### src/hw/rtl/swle_pkg.sv
// ============================================================================
// swle_pkg
// Shared widths, constants and control types of the loss estimator.
// ============================================================================
package swle_pkg;

    localparam int DATA_W     = 32;
    localparam int RATE_W     = 17;
    localparam int FILL_OUT_W = 6;
    localparam int CFG_IDX_W  = 1;

    localparam logic [RATE_W-1:0] Q_ONE = 17'h10000;

    localparam logic [CFG_IDX_W-1:0] REG_MIN_LOSS = 1'b0;
    localparam logic [CFG_IDX_W-1:0] REG_MAX_LOSS = 1'b1;

    typedef struct packed {
        logic load_new;
        logic load_old;
        logic step;
    } sum_ctrl_t;

endpackage

### src/hw/rtl/swle_ring.sv
// ============================================================================
// swle_ring
// Report ring: seen/sent memories, write slot, fill level, evicted word.
// ============================================================================
module swle_ring #(
    parameter int WINDOW_BINS = 32,
    parameter int SLOT_W      = 5,
    parameter int FILL_W      = 6
) (
    input  logic                        clk,
    input  logic                        rst_n,
    input  logic                        push,
    input  logic [swle_pkg::DATA_W-1:0] seen,
    input  logic [swle_pkg::DATA_W-1:0] sent,
    output logic [swle_pkg::DATA_W-1:0] old_seen,
    output logic [swle_pkg::DATA_W-1:0] old_sent,
    output logic [FILL_W-1:0]           fill
);

    logic [swle_pkg::DATA_W-1:0] mem_seen [WINDOW_BINS];
    logic [swle_pkg::DATA_W-1:0] mem_sent [WINDOW_BINS];

    logic [swle_pkg::DATA_W-1:0] rd_seen_reg;
    logic [swle_pkg::DATA_W-1:0] rd_sent_reg;
    logic                        was_full_reg;
    logic [SLOT_W-1:0]           slot_reg;
    logic [SLOT_W-1:0]           slot_next;
    logic [FILL_W-1:0]           fill_reg;
    logic [FILL_W-1:0]           fill_next;
    logic                        full;

    assign full = (fill_reg == FILL_W'(WINDOW_BINS));

    always_comb
    begin
        slot_next = slot_reg;
        fill_next = fill_reg;
        if (push)
        begin
            if (slot_reg == SLOT_W'(WINDOW_BINS - 1))
                slot_next = '0;
            else
                slot_next = slot_reg + 1'b1;
            if (!full)
                fill_next = fill_reg + 1'b1;
        end
    end

    always_ff @(posedge clk or negedge rst_n)
    begin
        if (!rst_n)
        begin
            slot_reg     <= '0;
            fill_reg     <= '0;
            was_full_reg <= 1'b0;
        end
        else
        begin
            slot_reg <= slot_next;
            fill_reg <= fill_next;
            if (push)
                was_full_reg <= full;
        end
    end

    // read-first: the evicted word comes out as the new one goes in
    always_ff @(posedge clk)
    begin
        if (push)
        begin
            rd_seen_reg        <= mem_seen[slot_reg];
            rd_sent_reg        <= mem_sent[slot_reg];
            mem_seen[slot_reg] <= seen;
            mem_sent[slot_reg] <= sent;
        end
    end

    assign old_seen = rd_seen_reg & {swle_pkg::DATA_W{was_full_reg}};
    assign old_sent = rd_sent_reg & {swle_pkg::DATA_W{was_full_reg}};
    assign fill     = fill_reg;

endmodule

### src/hw/rtl/swle_serial_sum.sv
// ============================================================================
// swle_serial_sum
// Bit-serial window sums: total += new - old, and lost = sent - seen, LSB first.
// ============================================================================
module swle_serial_sum #(
    parameter int SUM_W = 37
) (
    input  logic                        clk,
    input  logic                        rst_n,
    input  swle_pkg::sum_ctrl_t         ctrl,
    input  logic [swle_pkg::DATA_W-1:0] new_seen,
    input  logic [swle_pkg::DATA_W-1:0] new_sent,
    input  logic [swle_pkg::DATA_W-1:0] old_seen,
    input  logic [swle_pkg::DATA_W-1:0] old_sent,
    output logic [SUM_W-1:0]            total_sent,
    output logic [SUM_W-1:0]            lost
);

    logic [SUM_W-1:0] tot_seen_reg;
    logic [SUM_W-1:0] tot_sent_reg;
    logic [SUM_W-1:0] new_seen_sh;
    logic [SUM_W-1:0] new_sent_sh;
    logic [SUM_W-1:0] old_seen_sh;
    logic [SUM_W-1:0] old_sent_sh;
    logic [SUM_W-1:0] lost_sh;
    logic             bor_seen_reg;
    logic             car_seen_reg;
    logic             bor_sent_reg;
    logic             car_sent_reg;
    logic             bor_lost_reg;

    logic d_seen;
    logic d_sent;
    logic s_seen;
    logic s_sent;
    logic l_bit;
    logic bor_seen_next;
    logic car_seen_next;
    logic bor_sent_next;
    logic car_sent_next;
    logic bor_lost_next;

    always_comb
    begin
        d_seen        = tot_seen_reg[0] ^ old_seen_sh[0] ^ bor_seen_reg;
        bor_seen_next = (~tot_seen_reg[0] & old_seen_sh[0])
                      | (~(tot_seen_reg[0] ^ old_seen_sh[0]) & bor_seen_reg);
        s_seen        = d_seen ^ new_seen_sh[0] ^ car_seen_reg;
        car_seen_next = (d_seen & new_seen_sh[0]) | (d_seen & car_seen_reg)
                      | (new_seen_sh[0] & car_seen_reg);

        d_sent        = tot_sent_reg[0] ^ old_sent_sh[0] ^ bor_sent_reg;
        bor_sent_next = (~tot_sent_reg[0] & old_sent_sh[0])
                      | (~(tot_sent_reg[0] ^ old_sent_sh[0]) & bor_sent_reg);
        s_sent        = d_sent ^ new_sent_sh[0] ^ car_sent_reg;
        car_sent_next = (d_sent & new_sent_sh[0]) | (d_sent & car_sent_reg)
                      | (new_sent_sh[0] & car_sent_reg);

        l_bit         = s_sent ^ s_seen ^ bor_lost_reg;
        bor_lost_next = (~s_sent & s_seen) | (~(s_sent ^ s_seen) & bor_lost_reg);
    end

    always_ff @(posedge clk or negedge rst_n)
    begin
        if (!rst_n)
        begin
            tot_seen_reg <= '0;
            tot_sent_reg <= '0;
            bor_seen_reg <= 1'b0;
            car_seen_reg <= 1'b0;
            bor_sent_reg <= 1'b0;
            car_sent_reg <= 1'b0;
            bor_lost_reg <= 1'b0;
        end
        else if (ctrl.load_new)
        begin
            bor_seen_reg <= 1'b0;
            car_seen_reg <= 1'b0;
            bor_sent_reg <= 1'b0;
            car_sent_reg <= 1'b0;
            bor_lost_reg <= 1'b0;
        end
        else if (ctrl.step)
        begin
            tot_seen_reg <= {s_seen, tot_seen_reg[SUM_W-1:1]};
            tot_sent_reg <= {s_sent, tot_sent_reg[SUM_W-1:1]};
            bor_seen_reg <= bor_seen_next;
            car_seen_reg <= car_seen_next;
            bor_sent_reg <= bor_sent_next;
            car_sent_reg <= car_sent_next;
            bor_lost_reg <= bor_lost_next;
        end
    end

    always_ff @(posedge clk)
    begin
        if (ctrl.load_new)
        begin
            new_seen_sh <= SUM_W'(new_seen);
            new_sent_sh <= SUM_W'(new_sent);
        end
        else if (ctrl.step)
        begin
            new_seen_sh <= new_seen_sh >> 1;
            new_sent_sh <= new_sent_sh >> 1;
        end

        if (ctrl.load_old)
        begin
            old_seen_sh <= SUM_W'(old_seen);
            old_sent_sh <= SUM_W'(old_sent);
        end
        else if (ctrl.step)
        begin
            old_seen_sh <= old_seen_sh >> 1;
            old_sent_sh <= old_sent_sh >> 1;
        end

        if (ctrl.step)
            lost_sh <= {l_bit, lost_sh[SUM_W-1:1]};
    end

    assign total_sent = tot_sent_reg;
    assign lost       = lost_sh;

endmodule

### src/hw/rtl/swle_divider.sv
// ============================================================================
// swle_divider
// Restoring divider, one quotient bit per cycle: (lost << 16) / total_sent.
// ============================================================================
module swle_divider #(
    parameter int SUM_W = 37
) (
    input  logic                        clk,
    input  logic                        rst_n,
    input  logic                        start,
    input  logic [SUM_W-1:0]            dividend,
    input  logic [SUM_W-1:0]            divisor,
    output logic                        done,
    output logic [swle_pkg::RATE_W-1:0] quotient
);

    localparam int CNT_W = $clog2(swle_pkg::RATE_W + 1);

    logic [SUM_W:0]                rem_reg;
    logic [SUM_W-1:0]              dvs_reg;
    logic [swle_pkg::RATE_W-1:0]   q_reg;
    logic [CNT_W-1:0]              cnt_reg;
    logic                          done_reg;

    logic [SUM_W+1:0] diff;
    logic             ge;
    logic [SUM_W:0]   rem_kept;

    always_comb
    begin
        diff     = {1'b0, rem_reg} - {2'b00, dvs_reg};
        ge       = ~diff[SUM_W+1];
        rem_kept = ge ? diff[SUM_W:0] : rem_reg;
    end

    always_ff @(posedge clk or negedge rst_n)
    begin
        if (!rst_n)
        begin
            cnt_reg  <= '0;
            done_reg <= 1'b0;
        end
        else if (start)
        begin
            cnt_reg  <= CNT_W'(swle_pkg::RATE_W);
            done_reg <= 1'b0;
        end
        else if (cnt_reg != '0)
        begin
            cnt_reg  <= cnt_reg - 1'b1;
            done_reg <= (cnt_reg == CNT_W'(1));
        end
        else
        begin
            done_reg <= 1'b0;
        end
    end

    always_ff @(posedge clk)
    begin
        if (start)
        begin
            rem_reg <= {1'b0, dividend};
            dvs_reg <= divisor;
            q_reg   <= '0;
        end
        else if (cnt_reg != '0)
        begin
            rem_reg <= {rem_kept[SUM_W-1:0], 1'b0};
            q_reg   <= {q_reg[swle_pkg::RATE_W-2:0], ge};
        end
    end

    assign done     = done_reg;
    assign quotient = q_reg;

endmodule

### src/hw/rtl/sliding_window_loss_estimator.sv
// ============================================================================
// sliding_window_loss_estimator
// Stored report: fetch, bit-serial sum update, divider start and the 17-step
// divider, then the done state; a rejected report goes straight to done.
// One report in flight at a time; the output word register frees the input.
// Reset (rst_n, async, low) empties the window, clears rates, min 0, max 1.0.
// ============================================================================
module sliding_window_loss_estimator #(
    parameter int WINDOW_BINS = 32
) (
    input  logic                           clk,
    input  logic                           rst_n,
    input  logic                           cfg_write,
    input  logic [swle_pkg::CFG_IDX_W-1:0] cfg_index,
    input  logic [swle_pkg::RATE_W-1:0]    cfg_data,
    input  logic                           report_valid,
    output logic                           report_stall,
    input  logic [swle_pkg::DATA_W-1:0]    seen_packets,
    input  logic [swle_pkg::DATA_W-1:0]    sent_packets,
    output logic                           result_valid,
    input  logic                           result_stall,
    output logic                           accepted,
    output logic [swle_pkg::RATE_W-1:0]    raw_loss,
    output logic [swle_pkg::RATE_W-1:0]    limited_loss,
    output logic [swle_pkg::FILL_OUT_W-1:0] window_fill
);

    localparam int SLOT_W = (WINDOW_BINS > 1) ? $clog2(WINDOW_BINS) : 1;
    localparam int FILL_W = $clog2(WINDOW_BINS + 1);
    localparam int SUM_W  = swle_pkg::DATA_W + $clog2(WINDOW_BINS);
    localparam int CNT_W  = $clog2(SUM_W);

    localparam logic [2:0] ST_IDLE   = 3'd0;
    localparam logic [2:0] ST_FETCH  = 3'd1;
    localparam logic [2:0] ST_SUM    = 3'd2;
    localparam logic [2:0] ST_DIV_GO = 3'd3;
    localparam logic [2:0] ST_DIV    = 3'd4;
    localparam logic [2:0] ST_DONE   = 3'd5;

    logic [2:0]                  state_reg;
    logic [2:0]                  state_next;
    logic [CNT_W-1:0]            cnt_reg;
    logic [CNT_W-1:0]            cnt_next;
    logic                        stored_reg;
    logic [swle_pkg::RATE_W-1:0] min_loss_reg;
    logic [swle_pkg::RATE_W-1:0] max_loss_reg;
    logic [swle_pkg::RATE_W-1:0] raw_rate_reg;
    logic [swle_pkg::RATE_W-1:0] limited_rate_reg;
    logic                        result_valid_reg;

    logic                          accepted_reg;
    logic [swle_pkg::RATE_W-1:0]   raw_loss_reg;
    logic [swle_pkg::RATE_W-1:0]   limited_loss_reg;
    logic [swle_pkg::FILL_OUT_W-1:0] window_fill_reg;

    logic                         take;
    logic                         ok;
    logic                         push;
    logic                         out_load;
    logic                         div_start;
    logic                         div_done;
    logic [swle_pkg::RATE_W-1:0]  quotient;
    logic [swle_pkg::RATE_W-1:0]  clamped;
    logic [swle_pkg::DATA_W-1:0]  old_seen;
    logic [swle_pkg::DATA_W-1:0]  old_sent;
    logic [FILL_W-1:0]            fill;
    logic [FILL_W+swle_pkg::FILL_OUT_W-1:0] fill_ext;
    logic [SUM_W-1:0]             total_sent;
    logic [SUM_W-1:0]             lost;
    swle_pkg::sum_ctrl_t          sum_ctrl;

    assign report_stall = (state_reg != ST_IDLE);
    assign take         = report_valid && !report_stall;
    assign ok           = (sent_packets != '0) && (seen_packets <= sent_packets);
    assign push         = take && ok;
    assign out_load     = (state_reg == ST_DONE) && (!result_valid_reg || !result_stall);
    assign div_start    = (state_reg == ST_DIV_GO);

    assign sum_ctrl.load_new = push;
    assign sum_ctrl.load_old = (state_reg == ST_FETCH);
    assign sum_ctrl.step     = (state_reg == ST_SUM);

    assign fill_ext = {{swle_pkg::FILL_OUT_W{1'b0}}, fill};

    always_comb
    begin
        if (quotient < min_loss_reg)
            clamped = min_loss_reg;
        else if (quotient > max_loss_reg)
            clamped = max_loss_reg;
        else
            clamped = quotient;
    end

    always_comb
    begin
        state_next = state_reg;
        cnt_next   = cnt_reg;
        case (state_reg)
            ST_IDLE:
            begin
                if (take)
                    state_next = ok ? ST_FETCH : ST_DONE;
            end
            ST_FETCH:
            begin
                cnt_next   = '0;
                state_next = ST_SUM;
            end
            ST_SUM:
            begin
                cnt_next = cnt_reg + 1'b1;
                if (cnt_reg == CNT_W'(SUM_W - 1))
                    state_next = ST_DIV_GO;
            end
            ST_DIV_GO:
            begin
                state_next = ST_DIV;
            end
            ST_DIV:
            begin
                if (div_done)
                    state_next = ST_DONE;
            end
            ST_DONE:
            begin
                if (out_load)
                    state_next = ST_IDLE;
            end
            default:
            begin
                state_next = ST_IDLE;
            end
        endcase
    end

    always_ff @(posedge clk or negedge rst_n)
    begin
        if (!rst_n)
        begin
            state_reg        <= ST_IDLE;
            cnt_reg          <= '0;
            stored_reg       <= 1'b0;
            min_loss_reg     <= '0;
            max_loss_reg     <= swle_pkg::Q_ONE;
            raw_rate_reg     <= '0;
            limited_rate_reg <= '0;
            result_valid_reg <= 1'b0;
        end
        else
        begin
            state_reg <= state_next;
            cnt_reg   <= cnt_next;
            if (take)
                stored_reg <= ok;
            if (cfg_write)
            begin
                case (cfg_index)
                    swle_pkg::REG_MIN_LOSS: min_loss_reg <= cfg_data;
                    swle_pkg::REG_MAX_LOSS: max_loss_reg <= cfg_data;
                    default: ;
                endcase
            end
            if (div_done && state_reg == ST_DIV)
            begin
                raw_rate_reg     <= quotient;
                limited_rate_reg <= clamped;
            end
            if (out_load)
                result_valid_reg <= 1'b1;
            else if (!result_stall)
                result_valid_reg <= 1'b0;
        end
    end

    always_ff @(posedge clk)
    begin
        if (out_load)
        begin
            accepted_reg     <= stored_reg;
            raw_loss_reg     <= raw_rate_reg;
            limited_loss_reg <= (fill == '0) ? min_loss_reg : limited_rate_reg;
            window_fill_reg  <= fill_ext[swle_pkg::FILL_OUT_W-1:0];
        end
    end

    assign result_valid   = result_valid_reg;
    assign accepted       = accepted_reg;
    assign raw_loss       = raw_loss_reg;
    assign limited_loss   = limited_loss_reg;
    assign window_fill    = window_fill_reg;

    swle_ring #(
        .WINDOW_BINS (WINDOW_BINS),
        .SLOT_W      (SLOT_W),
        .FILL_W      (FILL_W)
    ) u_ring (
        .clk      (clk),
        .rst_n    (rst_n),
        .push     (push),
        .seen     (seen_packets),
        .sent     (sent_packets),
        .old_seen (old_seen),
        .old_sent (old_sent),
        .fill     (fill)
    );

    swle_serial_sum #(
        .SUM_W (SUM_W)
    ) u_sum (
        .clk        (clk),
        .rst_n      (rst_n),
        .ctrl       (sum_ctrl),
        .new_seen   (seen_packets),
        .new_sent   (sent_packets),
        .old_seen   (old_seen),
        .old_sent   (old_sent),
        .total_sent (total_sent),
        .lost       (lost)
    );

    swle_divider #(
        .SUM_W (SUM_W)
    ) u_div (
        .clk      (clk),
        .rst_n    (rst_n),
        .start    (div_start),
        .dividend (lost),
        .divisor  (total_sent),
        .done     (div_done),
        .quotient (quotient)
    );

`ifndef SYNTHESIS
    a_valid_from_done: assert property (@(posedge clk) disable iff (!rst_n)
        $rose(result_valid) |-> $past(state_reg == ST_DONE))
        else $error("result word raised outside the done state");

    a_reject_keeps_fill: assert property (@(posedge clk) disable iff (!rst_n)
        (take && !ok) |=> (fill == $past(fill)))
        else $error("rejected report changed the window fill");

    a_fill_bounded: assert property (@(posedge clk) disable iff (!rst_n)
        fill <= FILL_W'(WINDOW_BINS))
        else $error("window fill above the ring depth");

    a_div_done_in_div: assert property (@(posedge clk) disable iff (!rst_n)
        div_done |-> (state_reg == ST_DIV))
        else $error("divider finished outside the divide state");

    a_raw_rate_range: assert property (@(posedge clk) disable iff (!rst_n)
        raw_rate_reg <= swle_pkg::Q_ONE)
        else $error("raw loss rate above one");
`endif

endmodule

### config.mk
export PLATFORM = sky130hd
export DESIGN_NAME = sliding_window_loss_estimator
export DESIGN_NICKNAME = d
export VERILOG_FILES = /design/src/hw/rtl/swle_pkg.sv /design/src/hw/rtl/swle_ring.sv /design/src/hw/rtl/swle_serial_sum.sv /design/src/hw/rtl/swle_divider.sv /design/src/hw/rtl/sliding_window_loss_estimator.sv
export SDC_FILE = /design/constraint.sdc
export NUM_CORES = 2
export LEC_CHECK = 0
export ABC_AREA = 1
export BUFFER_PORTS_ARGS = -buffer_cell sky130_fd_sc_hd__buf_4
export CAP_MARGIN = 15
export CORE_MARGIN = 2
export CORE_UTILIZATION = 65
export CTS_BUF_LIST = sky130_fd_sc_hd__clkbuf_8
export DETAILED_ROUTE_END_ITERATION = 10
export PLACE_DENSITY = 0.79
export RECOVER_POWER = 100
export SLEW_MARGIN = 20
export SYNTH_ARGS = -nofsm -noshare
export SYNTH_HDL_FRONTEND = slang
export SYNTH_SLANG_ARGS = --single-unit
### constraint.sdc
create_clock -name clk -period 11.45 [get_ports clk]
set_input_delay 2.29 -clock clk [delete_from_list [all_inputs] [get_ports clk]]
set_output_delay 2.29 -clock clk [all_outputs]
set_load 0.01 [all_outputs]
==> results.json <==
{
  "drc": 0,
  "slowest_stage": "clkbuf_1",
  "busiest_layer": "met2",
  "intPower_mw": 17.0,
  "grt_overflow": 0,
  "drive_above_1_share": 0.0694,
  "ctsResizeCount": 0,
  "final_util": 0.713,
  "final_cells": 10800,
  "grt_usage": 0.342,
  "area_growth_pct": 8.73,
  "hpwl_um": 158000,
  "status": "complete, but fails checks",
  "worst-endpoint-required_ns": 12.25,
  "syn_nets": 8490,
  "post-place-ws_ns": 4.90,
  "cts.sinks": 2586,
  "nets": 8662,
  "groute.layer.met3.usage": 0.0777,
  "wl_per_cell_um": 26.1,
  "path_clk_slew_ns": 0.06,
  "grt_pass1_vias": 68400,
  "hold_violations": 0,
  "start_kind": "flop",
  "cellPowerDensity_nw_per_um2": 235,
  "post_cts_buffers": 0,
  "die_w_um": 404,
  "initial_core_util": 0.656,
  "p_sw_mw": 9.65,
  "synth_area_per_cell_sq_um": 12.6,
  "ir_worst_vdd_v": 0.000226,
  "final-setup-viol-count": 0,
  "period_share": 0.757,
  "die_area_sq_um": 163000,
  "clock_latency_ns": 1.12,
  "cpMostUsedCell": "clkbuf_1",
  "drv_slew": 4336,
  "slowest_delay_ns": 2.86,
  "use_met1": 0.456,
  "ctsRootBufferMaster": "clkbuf_8",
  "min_period_ns": 8.67,
  "violations": "capacitance limit, slew limit",
  "comb_power_share": 0.309,
  "fmax_ghz": 0.115,
  "relSlewSlack": -3.14,
  "io_buffers": 129,
  "synthFlopType": "edfxtp_1",
  "detail-route-antenna-nets": 0,
  "io_pins": 130,
  "tns_ns": 0,
  "grt_pass1_wl_um": 416000,
  "cts_tree": "yes",
  "grt_start_max_net_pins": 233,
  "first_pass_iters": 7,
  "h-tree-depth": 5,
  "finClkSkew_ns": 0.125,
  "cts_made_buffers": 403,
  "async_flop_share": 0.0681,
  "setup_ws_ns": 2.78,
  "use_met2": 0.538,
  "synth_edf_count": 2392,
  "rsz0062_at_grt": "no",
  "hold_path_class": "flop to flop",
  "cts.path.max_buffers": 4,
  "ctsHoldBuffers": 0,
  "criticalPathCategory": "flop to flop",
  "maxCapViolCount": 115,
  "place_inst": 10100,
  "leakage_nw": 39.4,
  "cp_max_fo": 76,
  "switching_share": 0.362,
  "first_iter_violations": 10800,
  "synthDistinctLibCells": 56,
  "yosys_warnings": 0,
  "rows": 146,
  "antenna_found_initial": 9,
  "core_area_sq_um": 159000,
  "path_cells": "buf_4 -> clkbuf_1 -> clkbuf_1 -> o21ai_0 -> o22ai_1 -> nand2_1 -> nand4_1",
  "avgViaCountPerCell": 6.52,
  "whs_ns": 0.441,
  "critPathArrivalTime_ns": 9.48,
  "worstMarginPinSlew_ns": 6.21,
  "pwr-share-clk": 0.264,
  "p_seq_frac": 0.428,
  "end_kind": "flop",
  "die_y_um": 404,
  "place.gp.congestion": 0.927,
  "synth_seq_cells": 2586,
  "vias": 70500,
  "seq_area_frac_synth": 0.735,
  "wl_um": 282000,
  "synthesis.area_sq_um": 104000,
  "synthCells": 8283
}
[cells in the final DEF (no fill, tap or decap), types with 9 or more instances in the layout]
cell type	Yosys	final
nor3_1	54	45
clkbuf_1	349	171
dfxtp_1	18	18
a21oi_1	78	78
nor2_1	1186	1186
buf_4	5	86
inv_1	356	503
xnor2_1	13	13
o21ai_0	1314	1316
clkinv_2	0	34
nand3b_1	28	28
clkbuf_8	0	421
clkinv_1	15	91
a221oi_1	22	22
o22ai_1	530	530
nor3_2	1	10
nand2_1	1040	1040
dfrtp_1	175	174
nand3_1	138	138
ha_1	114	114
nand4_1	100	100
a22o_1	133	133
diode_2	0	9
edfxtp_1	2392	2392
[routing by layer]
metal,vias to the layer above,share of wire
met5,-,0.000082
met4,4,0.051
met3,859,0.13
met2,5027,0.47
met1,34100,0.35
li1,30500,-
[power groups by stage]
stage | Combinational, mW | Clock [mW] | Sequential, mW
after floorplan | 5.37 | 0 | 11.4
after global placement | 7.75 | 0 | 11.5
after detailed placement | 8.01 | 0 | 11.5
after CTS | 8.06 | 7.06 | 11.3
after global routing | 8.85 | 7.45 | 11.4
final | 8.21 | 7.02 | 11.4
[cell usage after synthesis, types with 4 or more instances]
cell type,instances,area share
a21o_1,5,0.00036
a21oi_1,78,0.0037
a221oi_1,22,0.0018
a22o_1,133,0.011
buf_1,14,0.00050
buf_2,118,0.0057
buf_4,5,0.00036
buf_6,10,0.0011
clkbuf_1,349,0.013
clkinv_1,15,0.00054
dfrtp_1,175,0.042
dfxtp_1,18,0.0035
edfxtp_1,2392,0.69
fa_1,6,0.0012
ha_1,114,0.014
inv_1,356,0.013
nand2_1,1040,0.037
nand3_1,138,0.0066
nand3b_1,28,0.0020
nand4_1,100,0.0060
nor2_1,1186,0.043
nor3_1,54,0.0026
nor4_1,5,0.00030
o21a_1,6,0.00043
o21ai_0,1314,0.063
o21ai_1,5,0.00024
o21ai_2,7,0.00059
o21bai_1,4,0.00029
o22ai_1,530,0.032
xnor2_1,13,0.0011
xor2_1,7,0.00059
[worst max-delay path: cells and delay by family (launching register included)]
family / cells / cell delay, ns
AND/OR/NAND/NOR: 2 / 0.56
buffers and inverters: 3 / 5.89
AO/OA/AOI/OAI: 2 / 0.83
flip-flops: 1 / 1.00
[cell families after synthesis]
kind of cell / count (synthesis) / share of synthesized area
compound gates: 2119 / 0.115
fa+ha+maj: 120 / 0.0148
buf+inv: 872 / 0.0339
xor+xnor: 20 / 0.00168
simple gates: 2565 / 0.0990
flops: 2586 / 0.735
mux: 1 / 0.000108
[stage by stage]
| stage | area, sq um | total power [mW] |
|---|---|---|
| final | 113000 | 26.6 |
| after global routing | 113000 | 27.7 |
| after CTS | 114000 | 26.5 |
| after detailed placement | 107000 | 19.5 |
| after global placement | 107000 | 19.3 |
| after floorplan | 104000 | 16.8 |
[cell type report]
type	count	area, sq um
diodes	9	22.5
repair buffers	264	1420
well taps	2072	2590
multi-input cells	4825	24100
flip-flops and latches	2586	76600
inverters	375	1440
clock inverters	273	1320
fillers	10400	45500
clock buffers	421	5790
[worst paths after layout]
kind / start / to / slack [ns] / depth (start not counted)
max: u_ring.slot_reg[1]$_DFFE_PN0P_ / u_ring.rd_seen_reg[5]$_DFFE_PP_ / 2.78 / 7
min: u_sum.total_sent[11]$_DFFE_PN0P_ / u_div.dvs_reg[11]$_DFFE_PP_ / 0.44 / 0
max reg2reg: u_ring.slot_reg[1]$_DFFE_PN0P_ / u_ring.rd_seen_reg[5]$_DFFE_PP_ / 2.78 / 7
min reg2reg: u_sum.total_sent[11]$_DFFE_PN0P_ / u_div.dvs_reg[11]$_DFFE_PP_ / 0.44 / 0
max in group asynchronous: rst_n / u_sum.tot_seen_reg[24]$_DFFE_PN0P_ / 4.23 / 3
min in group asynchronous: rst_n / u_ring.slot_reg[2]$_DFFE_PN0P_ / 2.44 / 1
Power figures use the tool's default switching activity.
